<file path="src/rtl/hsvrgb_pkg.sv">
`timescale 1ns / 1ps
// ----------------------------------------------------------------------------
// hsvrgb_pkg
// Shared widths, hue sector codes and the control word that travels with
// each pixel through the HSV to RGB pipeline.
// ----------------------------------------------------------------------------
package hsvrgb_pkg;

  localparam int HUE_W    = 20;
  localparam int LEVEL_W  = 18;
  localparam int CHAN_W   = 17;
  localparam int SECTOR_W = 3;

  // Hue sectors, one sixth of a turn each
  localparam logic [SECTOR_W-1:0] SEC_RY = 3'd0;
  localparam logic [SECTOR_W-1:0] SEC_YG = 3'd1;
  localparam logic [SECTOR_W-1:0] SEC_GC = 3'd2;
  localparam logic [SECTOR_W-1:0] SEC_CB = 3'd3;
  localparam logic [SECTOR_W-1:0] SEC_BM = 3'd4;
  localparam logic [SECTOR_W-1:0] SEC_MR = 3'd5;

  typedef struct packed {
    logic [SECTOR_W-1:0] sector;
    logic                early;   // black or grey pixel, alpha not written
  } hsvrgb_ctl_t;

endpackage

</file>
<file path="src/rtl/hsvrgb_in_if.sv">
`timescale 1ns / 1ps
// ----------------------------------------------------------------------------
// hsvrgb_in_if
// Pixel input channel: hue, brightness, saturation and alpha.
// ----------------------------------------------------------------------------
interface hsvrgb_in_if;
  import hsvrgb_pkg::*;

  logic                      valid;
  logic                      ready;
  logic signed [HUE_W-1:0]   hue;
  logic signed [LEVEL_W-1:0] brightness;
  logic signed [LEVEL_W-1:0] saturation;
  logic [CHAN_W-1:0]         alpha;

  modport source (output valid, hue, brightness, saturation, alpha, input ready);
  modport sink   (input valid, hue, brightness, saturation, alpha, output ready);
endinterface

</file>
<file path="src/rtl/hsvrgb_out_if.sv">
`timescale 1ns / 1ps
// ----------------------------------------------------------------------------
// hsvrgb_out_if
// Pixel result channel: red, green, blue, alpha and the alpha write flag.
// ----------------------------------------------------------------------------
interface hsvrgb_out_if;
  import hsvrgb_pkg::*;

  logic              valid;
  logic              ready;
  logic [CHAN_W-1:0] red;
  logic [CHAN_W-1:0] green;
  logic [CHAN_W-1:0] blue;
  logic [CHAN_W-1:0] alpha_out;
  logic              alpha_written;

  modport source (output valid, red, green, blue, alpha_out, alpha_written, input ready);
  modport sink   (input valid, red, green, blue, alpha_out, alpha_written, output ready);
endinterface

</file>
<file path="src/rtl/hsvrgb_prep.sv">
`timescale 1ns / 1ps
// ----------------------------------------------------------------------------
// hsvrgb_prep
// First stage: wrap hue, split it into sector and fraction, clamp brightness
// and saturation and flag black or grey pixels.
// ----------------------------------------------------------------------------
module hsvrgb_prep #(
  parameter int FRACTION_BITS = 16
) (
  input  logic                       clk,
  input  logic                       rst_n,
  hsvrgb_in_if.sink                  in_pix,
  output logic                       valid_o,
  input  logic                       ready_i,
  output logic [FRACTION_BITS:0]     v_o,
  output logic [FRACTION_BITS:0]     s_o,
  output logic [FRACTION_BITS-1:0]   f_o,
  output hsvrgb_pkg::hsvrgb_ctl_t    ctl_o,
  output logic [hsvrgb_pkg::CHAN_W-1:0] alpha_o
);
  import hsvrgb_pkg::*;

  localparam int VW    = FRACTION_BITS + 1;
  localparam int XW    = FRACTION_BITS + 3;
  localparam int EXT_W = (FRACTION_BITS > HUE_W) ? FRACTION_BITS : HUE_W;
  localparam int CW    = (LEVEL_W > FRACTION_BITS + 2) ? LEVEL_W : FRACTION_BITS + 2;
  localparam logic signed [CW-1:0] ONE_C = CW'(64'sd1 << FRACTION_BITS);
  localparam logic [VW-1:0] ONE = VW'(1) << FRACTION_BITS;

  logic signed [EXT_W-1:0] hue_ext;
  logic [FRACTION_BITS-1:0] h;
  logic [XW-1:0]           x;
  logic signed [CW-1:0]    bri_ext;
  logic signed [CW-1:0]    sat_ext;
  logic [VW-1:0]           v_c;
  logic [VW-1:0]           sat_c;
  logic [VW-1:0]           s_c;
  logic                    valid_r;
  logic [VW-1:0]           v_r;
  logic [VW-1:0]           s_r;
  logic [FRACTION_BITS-1:0] f_r;
  hsvrgb_ctl_t             ctl_r;
  logic [CHAN_W-1:0]       alpha_r;
  logic                    load;

  always_comb begin
    hue_ext = EXT_W'(in_pix.hue);
    h       = hue_ext[FRACTION_BITS-1:0];
    x       = (XW'(h) << 2) + (XW'(h) << 1);

    bri_ext = CW'(in_pix.brightness);
    if (bri_ext < 0) begin
      v_c = '0;
    end else if (bri_ext > ONE_C) begin
      v_c = ONE;
    end else begin
      v_c = bri_ext[VW-1:0];
    end

    sat_ext = CW'(in_pix.saturation);
    if (sat_ext < 0) begin
      sat_c = '0;
    end else if (sat_ext > ONE_C) begin
      sat_c = ONE;
    end else begin
      sat_c = sat_ext[VW-1:0];
    end
    s_c = ONE - sat_c;
  end

  assign in_pix.ready = !valid_r || ready_i;
  assign load         = in_pix.valid && in_pix.ready;

  always_ff @(posedge clk) begin
    if (!rst_n) begin
      valid_r <= 1'b0;
    end else if (in_pix.ready) begin
      valid_r <= in_pix.valid;
    end
  end

  always_ff @(posedge clk) begin
    if (load) begin
      v_r          <= v_c;
      s_r          <= s_c;
      f_r          <= x[FRACTION_BITS-1:0];
      ctl_r.sector <= x[XW-1:FRACTION_BITS];
      ctl_r.early  <= (v_c == '0) || (s_c == '0);
      alpha_r      <= in_pix.alpha;
    end
  end

  assign valid_o = valid_r;
  assign v_o     = v_r;
  assign s_o     = s_r;
  assign f_o     = f_r;
  assign ctl_o   = ctl_r;
  assign alpha_o = alpha_r;
endmodule

</file>
<file path="src/rtl/hsvrgb_scale.sv">
`timescale 1ns / 1ps
// ----------------------------------------------------------------------------
// hsvrgb_scale
// Two multiplier stages: saturation products and p, then q and t.
// ----------------------------------------------------------------------------
module hsvrgb_scale #(
  parameter int FRACTION_BITS = 16
) (
  input  logic                          clk,
  input  logic                          rst_n,
  input  logic                          valid_i,
  output logic                          ready_o,
  input  logic [FRACTION_BITS:0]        v_i,
  input  logic [FRACTION_BITS:0]        s_i,
  input  logic [FRACTION_BITS-1:0]      f_i,
  input  hsvrgb_pkg::hsvrgb_ctl_t       ctl_i,
  input  logic [hsvrgb_pkg::CHAN_W-1:0] alpha_i,
  output logic                          valid_o,
  input  logic                          ready_i,
  output logic [FRACTION_BITS:0]        v_o,
  output logic [FRACTION_BITS:0]        p_o,
  output logic [FRACTION_BITS:0]        q_o,
  output logic [FRACTION_BITS:0]        t_o,
  output hsvrgb_pkg::hsvrgb_ctl_t       ctl_o,
  output logic [hsvrgb_pkg::CHAN_W-1:0] alpha_o
);
  import hsvrgb_pkg::*;

  localparam int VW = FRACTION_BITS + 1;
  localparam int PW = 2 * FRACTION_BITS + 2;
  localparam logic [VW-1:0] ONE = VW'(1) << FRACTION_BITS;

  logic [VW-1:0] one_f;
  logic [PW-1:0] prod_sf;
  logic [PW-1:0] prod_st;
  logic [PW-1:0] prod_p;
  logic [PW-1:0] prod_q;
  logic [PW-1:0] prod_t;

  logic              valid2_r;
  logic              ready2;
  logic [VW-1:0]     v2_r;
  logic [VW-1:0]     ms_r;
  logic [VW-1:0]     mt_r;
  logic [VW-1:0]     p2_r;
  hsvrgb_ctl_t       ctl2_r;
  logic [CHAN_W-1:0] alpha2_r;

  logic              valid3_r;
  logic [VW-1:0]     v3_r;
  logic [VW-1:0]     p3_r;
  logic [VW-1:0]     q3_r;
  logic [VW-1:0]     t3_r;
  hsvrgb_ctl_t       ctl3_r;
  logic [CHAN_W-1:0] alpha3_r;

  always_comb begin
    one_f   = ONE - VW'(f_i);
    prod_sf = PW'(s_i) * PW'(f_i);
    prod_st = PW'(s_i) * PW'(one_f);
    prod_p  = PW'(v_i) * PW'(ONE - s_i);
    prod_q  = PW'(v2_r) * PW'(ONE - ms_r);
    prod_t  = PW'(v2_r) * PW'(ONE - mt_r);
  end

  assign ready2  = !valid3_r || ready_i;
  assign ready_o = !valid2_r || ready2;

  always_ff @(posedge clk) begin
    if (!rst_n) begin
      valid2_r <= 1'b0;
      valid3_r <= 1'b0;
    end else begin
      if (ready_o) begin
        valid2_r <= valid_i;
      end
      if (ready2) begin
        valid3_r <= valid2_r;
      end
    end
  end

  always_ff @(posedge clk) begin
    if (valid_i && ready_o) begin
      v2_r     <= v_i;
      ms_r     <= prod_sf[2*FRACTION_BITS:FRACTION_BITS];
      mt_r     <= prod_st[2*FRACTION_BITS:FRACTION_BITS];
      p2_r     <= prod_p[2*FRACTION_BITS:FRACTION_BITS];
      ctl2_r   <= ctl_i;
      alpha2_r <= alpha_i;
    end
    if (valid2_r && ready2) begin
      v3_r     <= v2_r;
      p3_r     <= p2_r;
      q3_r     <= prod_q[2*FRACTION_BITS:FRACTION_BITS];
      t3_r     <= prod_t[2*FRACTION_BITS:FRACTION_BITS];
      ctl3_r   <= ctl2_r;
      alpha3_r <= alpha2_r;
    end
  end

  assign valid_o = valid3_r;
  assign v_o     = v3_r;
  assign p_o     = p3_r;
  assign q_o     = q3_r;
  assign t_o     = t3_r;
  assign ctl_o   = ctl3_r;
  assign alpha_o = alpha3_r;
endmodule

</file>
<file path="src/rtl/hsvrgb_mux.sv">
`timescale 1ns / 1ps
// ----------------------------------------------------------------------------
// hsvrgb_mux
// Output stage: route v, p, q and t to the channels by hue sector and
// register the result transaction.
// ----------------------------------------------------------------------------
module hsvrgb_mux #(
  parameter int FRACTION_BITS = 16
) (
  input  logic                          clk,
  input  logic                          rst_n,
  input  logic                          valid_i,
  output logic                          ready_o,
  input  logic [FRACTION_BITS:0]        v_i,
  input  logic [FRACTION_BITS:0]        p_i,
  input  logic [FRACTION_BITS:0]        q_i,
  input  logic [FRACTION_BITS:0]        t_i,
  input  hsvrgb_pkg::hsvrgb_ctl_t       ctl_i,
  input  logic [hsvrgb_pkg::CHAN_W-1:0] alpha_i,
  hsvrgb_out_if.source                  out_pix
);
  import hsvrgb_pkg::*;

  logic [CHAN_W-1:0] v_c;
  logic [CHAN_W-1:0] p_c;
  logic [CHAN_W-1:0] q_c;
  logic [CHAN_W-1:0] t_c;
  logic [CHAN_W-1:0] red_nxt;
  logic [CHAN_W-1:0] green_nxt;
  logic [CHAN_W-1:0] blue_nxt;
  logic [CHAN_W-1:0] alpha_nxt;
  logic              written_nxt;

  logic              valid_r;
  logic [CHAN_W-1:0] red_r;
  logic [CHAN_W-1:0] green_r;
  logic [CHAN_W-1:0] blue_r;
  logic [CHAN_W-1:0] alpha_r;
  logic              written_r;

  always_comb begin
    v_c = CHAN_W'(v_i);
    p_c = CHAN_W'(p_i);
    q_c = CHAN_W'(q_i);
    t_c = CHAN_W'(t_i);
    case (ctl_i.sector)
      SEC_RY: begin
        red_nxt = v_c; green_nxt = t_c; blue_nxt = p_c;
      end
      SEC_YG: begin
        red_nxt = q_c; green_nxt = v_c; blue_nxt = p_c;
      end
      SEC_GC: begin
        red_nxt = p_c; green_nxt = v_c; blue_nxt = t_c;
      end
      SEC_CB: begin
        red_nxt = p_c; green_nxt = q_c; blue_nxt = v_c;
      end
      SEC_BM: begin
        red_nxt = t_c; green_nxt = p_c; blue_nxt = v_c;
      end
      default: begin
        red_nxt = v_c; green_nxt = p_c; blue_nxt = q_c;
      end
    endcase
    alpha_nxt   = alpha_i;
    written_nxt = 1'b1;
    // black or grey: all channels carry the level, alpha zeroed and not written
    if (ctl_i.early) begin
      red_nxt     = v_c;
      green_nxt   = v_c;
      blue_nxt    = v_c;
      alpha_nxt   = '0;
      written_nxt = 1'b0;
    end
  end

  assign ready_o = !valid_r || out_pix.ready;

  always_ff @(posedge clk) begin
    if (!rst_n) begin
      valid_r <= 1'b0;
    end else if (ready_o) begin
      valid_r <= valid_i;
    end
  end

  always_ff @(posedge clk) begin
    if (valid_i && ready_o) begin
      red_r     <= red_nxt;
      green_r   <= green_nxt;
      blue_r    <= blue_nxt;
      alpha_r   <= alpha_nxt;
      written_r <= written_nxt;
    end
  end

  assign out_pix.valid         = valid_r;
  assign out_pix.red           = red_r;
  assign out_pix.green         = green_r;
  assign out_pix.blue          = blue_r;
  assign out_pix.alpha_out     = alpha_r;
  assign out_pix.alpha_written = written_r;
endmodule

</file>
<file path="src/rtl/hsv_to_rgb_pixel.sv">
`timescale 1ns / 1ps
// ----------------------------------------------------------------------------
// hsv_to_rgb_pixel
// Converts one hue/brightness/saturation pixel per clock to red, green and
// blue levels in unsigned fixed point, 1.0 = 2**FRACTION_BITS. The pipeline
// takes a new transaction every cycle unless stalled and passes it through
// its registered stages: clamp and sector split, saturation products and p,
// q and t products, then channel routing into the output register. Each
// stage has its own valid bit and advances while the stage after it is
// empty or moving, so back-pressure stalls the pipeline without losing or
// repeating a transaction. Black and grey pixels come out with all channels
// at the clamped brightness and alpha_written low.
// ----------------------------------------------------------------------------
module hsv_to_rgb_pixel #(
  parameter int FRACTION_BITS = 16
) (
  input  logic          clk,
  input  logic          rst_n,
  hsvrgb_in_if.sink     in_pix,
  hsvrgb_out_if.source  out_pix
);
  import hsvrgb_pkg::*;

  logic                     s1_valid;
  logic                     s1_ready;
  logic [FRACTION_BITS:0]   s1_v;
  logic [FRACTION_BITS:0]   s1_s;
  logic [FRACTION_BITS-1:0] s1_f;
  hsvrgb_ctl_t              s1_ctl;
  logic [CHAN_W-1:0]        s1_alpha;

  logic                     s3_valid;
  logic                     s3_ready;
  logic [FRACTION_BITS:0]   s3_v;
  logic [FRACTION_BITS:0]   s3_p;
  logic [FRACTION_BITS:0]   s3_q;
  logic [FRACTION_BITS:0]   s3_t;
  hsvrgb_ctl_t              s3_ctl;
  logic [CHAN_W-1:0]        s3_alpha;

  hsvrgb_prep #(.FRACTION_BITS(FRACTION_BITS)) u_prep (
    .clk     (clk),
    .rst_n   (rst_n),
    .in_pix  (in_pix),
    .valid_o (s1_valid),
    .ready_i (s1_ready),
    .v_o     (s1_v),
    .s_o     (s1_s),
    .f_o     (s1_f),
    .ctl_o   (s1_ctl),
    .alpha_o (s1_alpha)
  );

  hsvrgb_scale #(.FRACTION_BITS(FRACTION_BITS)) u_scale (
    .clk     (clk),
    .rst_n   (rst_n),
    .valid_i (s1_valid),
    .ready_o (s1_ready),
    .v_i     (s1_v),
    .s_i     (s1_s),
    .f_i     (s1_f),
    .ctl_i   (s1_ctl),
    .alpha_i (s1_alpha),
    .valid_o (s3_valid),
    .ready_i (s3_ready),
    .v_o     (s3_v),
    .p_o     (s3_p),
    .q_o     (s3_q),
    .t_o     (s3_t),
    .ctl_o   (s3_ctl),
    .alpha_o (s3_alpha)
  );

  hsvrgb_mux #(.FRACTION_BITS(FRACTION_BITS)) u_mux (
    .clk     (clk),
    .rst_n   (rst_n),
    .valid_i (s3_valid),
    .ready_o (s3_ready),
    .v_i     (s3_v),
    .p_i     (s3_p),
    .q_i     (s3_q),
    .t_i     (s3_t),
    .ctl_i   (s3_ctl),
    .alpha_i (s3_alpha),
    .out_pix (out_pix)
  );
endmodule

</file>
<file path="src/flat_wrapper.sv">
// flat-port wrapper written by rule: the top's interface ports become plain ports
module hsv_to_rgb_pixel_flat import hsvrgb_pkg::*;
#(
  parameter int FRACTION_BITS = 16
)
  (clk, rst_n, in_pix_valid, in_pix_hue, in_pix_brightness, in_pix_saturation, in_pix_alpha, in_pix_ready, out_pix_valid, out_pix_red, out_pix_green, out_pix_blue, out_pix_alpha_out, out_pix_alpha_written, out_pix_ready);
  hsvrgb_in_if in_pix_i ();
  hsvrgb_out_if out_pix_i ();
  input  logic clk;
  input  logic rst_n;
  input wire logic [$bits(in_pix_i.valid)-1:0] in_pix_valid;
  input wire logic [$bits(in_pix_i.hue)-1:0] in_pix_hue;
  input wire logic [$bits(in_pix_i.brightness)-1:0] in_pix_brightness;
  input wire logic [$bits(in_pix_i.saturation)-1:0] in_pix_saturation;
  input wire logic [$bits(in_pix_i.alpha)-1:0] in_pix_alpha;
  output wire logic [$bits(in_pix_i.ready)-1:0] in_pix_ready;
  output wire logic [$bits(out_pix_i.valid)-1:0] out_pix_valid;
  output wire logic [$bits(out_pix_i.red)-1:0] out_pix_red;
  output wire logic [$bits(out_pix_i.green)-1:0] out_pix_green;
  output wire logic [$bits(out_pix_i.blue)-1:0] out_pix_blue;
  output wire logic [$bits(out_pix_i.alpha_out)-1:0] out_pix_alpha_out;
  output wire logic [$bits(out_pix_i.alpha_written)-1:0] out_pix_alpha_written;
  input wire logic [$bits(out_pix_i.ready)-1:0] out_pix_ready;
  assign in_pix_i.valid = in_pix_valid;
  assign in_pix_i.hue = in_pix_hue;
  assign in_pix_i.brightness = in_pix_brightness;
  assign in_pix_i.saturation = in_pix_saturation;
  assign in_pix_i.alpha = in_pix_alpha;
  assign in_pix_ready = in_pix_i.ready;
  assign out_pix_valid = out_pix_i.valid;
  assign out_pix_red = out_pix_i.red;
  assign out_pix_green = out_pix_i.green;
  assign out_pix_blue = out_pix_i.blue;
  assign out_pix_alpha_out = out_pix_i.alpha_out;
  assign out_pix_alpha_written = out_pix_i.alpha_written;
  assign out_pix_i.ready = out_pix_ready;
  hsv_to_rgb_pixel #(.FRACTION_BITS(FRACTION_BITS)) u_core (.clk(clk), .rst_n(rst_n), .in_pix(in_pix_i), .out_pix(out_pix_i));
endmodule
</file>
<file path="config.mk">
export PLATFORM = sky130hd
export DESIGN_NAME = hsv_to_rgb_pixel_flat
export DESIGN_NICKNAME = d
export VERILOG_FILES = /design/src/rtl/hsvrgb_pkg.sv /design/src/rtl/hsvrgb_in_if.sv /design/src/rtl/hsvrgb_out_if.sv /design/src/rtl/hsvrgb_prep.sv /design/src/rtl/hsvrgb_scale.sv /design/src/rtl/hsvrgb_mux.sv /design/src/rtl/hsv_to_rgb_pixel.sv /design/src/flat_wrapper.sv
export SDC_FILE = /design/constraint.sdc
export NUM_CORES = 2
export LEC_CHECK = 0
export ABC_AREA = 1
export BUFFER_PORTS_ARGS = -buffer_cell sky130_fd_sc_hd__buf_2
export CAP_MARGIN = 20
export CORE_MARGIN = 2
export CORE_UTILIZATION = 30
export CTS_CLUSTER_SIZE = 16
export DETAILED_ROUTE_END_ITERATION = 8
export HOLD_SLACK_MARGIN = 0.03
export PLACE_DENSITY = 0.44
export SLEW_MARGIN = 20
export SYNTH_ARGS = -nofsm -noshare
export SYNTH_HDL_FRONTEND = slang
export SYNTH_HIERARCHICAL = 1
export SYNTH_SLANG_ARGS = --single-unit
</file>
<file path="constraint.sdc">
create_clock -name clk -period 10.1 [get_ports clk]
set_clock_uncertainty 0.1 [all_clocks]
set_input_delay 0.505 -clock clk [delete_from_list [all_inputs] [get_ports clk]]
set_output_delay 0.505 -clock clk [all_outputs]
set_load 0.01 [all_outputs]
</file>
==> qor.txt <==
status: finished, final reports clean
cell mode on critical path: sky130_fd_sc_hd__inv_1
via count of the first global-routing pass: 53400
proportion of synthesized chip area in sequential cells: 14.84%
Mapped Avg Cell Area: 7.953 um2
source-to-sink clock delay at the later pin of the worst-skew pair: 670 ps
GPL Wtd Cong: 0.9044
register bit count reported by yosys: 321
RSZ-0062 raised after global routing: no
kind of end point of the critical path: flip-flop
EDFF count, synth: 317
CP Data Required Time: 10380 ps
Worst Path Buf+Inv: 7
clock tree from TritonCTS: done
Worst Path Class, Setup: reg -> reg
overall die area: 0.2193 mm2
headroom to the max-slew limit: 24.99%
maximum number of pins on one net before global-route repair: 70
Synthesized Nets: 9906
share of cells above drive strength 1: 4.746%
# rows: 170
gr usage total: 19.15%
number of cell instances on the worst register-to-register path: 27
number of slew-limit violations in the final report: 0
H-tree level count: 2
Max Cap Violations: 0
peak clock frequency supported by timing: 122.1 MHz
Synth async-reset ratio: 0%
cell count after placement: 10930
Slowest cell on crit path: sky130_fd_sc_hd__inv_1
Yosys cell types: 58
area of all placed cells without fillers: 0.07011 mm2
Hold/Removal Path Class: in -> reg
most area-consuming cells after synthesis: sky130_fd_sc_hd__fa_1 35%, sky130_fd_sc_hd__edfxtp_1 15%, sky130_fd_sc_hd__inv_1 12%
vias after detailed routing: 51230
DRC: 0
final wirelength: 207.2 mm
startpoint types: flip-flop
clock net sink count: 321
number of hold-slack violations in the final timing report: 0
layout net count: 9936
number of cells on the worst hold path: 3
reg-to-reg setup timing slack: 1910 ps
crit-path max cell delay: 610 ps
cell type contributing the most total cell area after synthesis: sky130_fd_sc_hd__fa_1
Core ar.: 0.2144 mm2
maximum root-to-sink buffer count: 3
Antenna Nets Post-Route: 0
first-pass detailed-route iteration total: 6
total setup violations reported at the end of the flow: 0
final HPWL from detailed placement: 162.1 mm
initial antenna violation count: 3
Die Wd: 468.3 um
Port-buffer cells: 143
synthesized instance count: 8133
global-route wire length before repair: 321.9 mm
Syn-to-layout area delta: 8.391%
final routed wire length divided by cell count: 18.77 um
destination of the worst register-to-register timing path: u_core/u_scale/p2_r[13]
arrival time reported for the critical path endpoint: 8470 ps
post-cts repair resize count: 0
drt first-iter violations: 3120
Crit path max-delay family: adder cells
CP max FO: 15
Placed Instance Area: 0.06841 mm2
number of cells in the finished layout apart from fillers: 11040
IO Pins: 148
number of buffers added by the clock tree synthesis step: 42
global route total overflow: 0
number of warnings issued by yosys: 6
worst r2r src: u_core/u_prep/s_o[0]
effective utilization at floorplan: 30.17%
time the worst path needs with I/O delays and setup: 8191 ps
accumulated negative setup slack: 0 ps
Min-Delay Startpoint: in_pix_brightness[2]
total standard cell area after synthesis: 0.06468 mm2
share of the synthesized area in the top cell type: 35.47%
ratio of final minimum period to clock period: 81.10%
clock transition time at the flip-flop clock pins of the worst setup and hold paths: 70 ps
via density per instance: 4.642
slew at the pin with the worst max-slew slack: 1125 ps
cell chosen for the clock root: sky130_fd_sc_hd__clkbuf_16
height of the die: 468.3 um
Worst Hold Path EP: u_core/u_prep/v_o[2]
Min Hold Slack: 92.44 ps
dominant synthesized flop cell: sky130_fd_sc_hd__edfxtp_1
## timing repair
| action | 4_1_cts | 5_1_grt |
|---|---|---|
| setup endpoints to repair | 0 | 0 |
| buffers inserted | 0 | 0 |
| endpoints found under the hold margin | 26 | 0 |
| hold buffers | 24 | 0 |
## per-layer routing
layer  global-route usage, %  share of wire (%)
met1                   27.95                 48
met2                   30.52                 45
met3                   2.273                5.5
met4                   3.742                2.1
met5                       0             0.0063
## final cells by class
class | count | area (um2)
inverters | 2088 | 7843
clock buffers | 46 | 1066
multi-input cells | 5462 | 46100
flip-flops and latches | 321 | 9599
diodes | 1 | 2.502
fillers | 23110 | 144300
repair buffers | 248 | 1564
well taps | 2838 | 3551
clock inverters | 31 | 389.1
## tightest hold or removal path, stage by stage
cell and delay, ps:
sky130_fd_sc_hd__buf_2 90, sky130_fd_sc_hd__inv_1 40, sky130_fd_sc_hd__nor2_1 110
## cells in the mapped netlist, types with 31 or more instances
cell type,n
sky130_fd_sc_hd__nand4_1,31
sky130_fd_sc_hd__nand3_1,253
sky130_fd_sc_hd__edfxtp_1,317
sky130_fd_sc_hd__a21oi_1,174
sky130_fd_sc_hd__nor2_1,810
sky130_fd_sc_hd__buf_2,44
sky130_fd_sc_hd__inv_1,2056
sky130_fd_sc_hd__fa_1,1146
sky130_fd_sc_hd__nor3_1,42
sky130_fd_sc_hd__o21ai_0,134
sky130_fd_sc_hd__xor2_1,57
sky130_fd_sc_hd__ha_1,550
sky130_fd_sc_hd__clkbuf_1,173
sky130_fd_sc_hd__nand2_1,2011
## metrics by stage
| stage | utilization [%] | setup slack (ps) |
|---|---|---|
| detailed placement | 31.91 | 2020 |
| global route | 32.70 | 1465 |
| finish | 32.70 | 1909 |
| floorplan | - | 3538 |
| global placement | 31.91 | 2002 |
| CTS | 32.70 | 1973 |
## logic make-up after synthesis
group	Yosys count	synth area share, %
simple gates	3248	20.12
compound gates	441	3.932
xor+xnor	76	1.050
other cells	1	0.005797
fa+ha+maj	1696	46.11
buf+inv	2350	13.95
flops	321	14.84
## worst max-delay path by stage
stage | from | end | slack, ps | depth (start not counted)
3_3_place_gp | u_core/u_prep/s_o[1] | u_core/u_scale/p2_r[14] | 2000 | 30
3_5_place_dp | u_core/u_prep/s_o[1] | u_core/u_scale/p2_r[14] | 2020 | 30
2_1_floorplan | u_core/u_prep/s_o[0] | u_core/u_scale/p2_r[7] | 3540 | 31
4_1_cts | u_core/u_prep/s_o[1] | u_core/u_scale/p2_r[14] | 1970 | 30
6_report | u_core/u_prep/s_o[0] | u_core/u_scale/p2_r[13] | 1910 | 27
5_1_grt | u_core/u_prep/s_o[0] | u_core/u_scale/p2_r[13] | 1460 | 27
## cells in the final DEF, fill, tap and decap left out, drive strengths merged, types with 44 or more instances in the layout
master / Yosys / final
nor2: 838 / 838
ha: 550 / 550
buf: 89 / 224
clkbuf: 173 / 46
o21ai: 144 / 144
inv: 2072 / 2082
nand3: 260 / 260
edfxtp: 317 / 317
fa: 1146 / 1146
a21oi: 176 / 176
xor2: 57 / 57
nor3: 44 / 44
nand2: 2035 / 2035
Power is left out: the tool's default activity adds up to more than one toggle a clock period on the data nets, which glitch-free logic cannot reach.
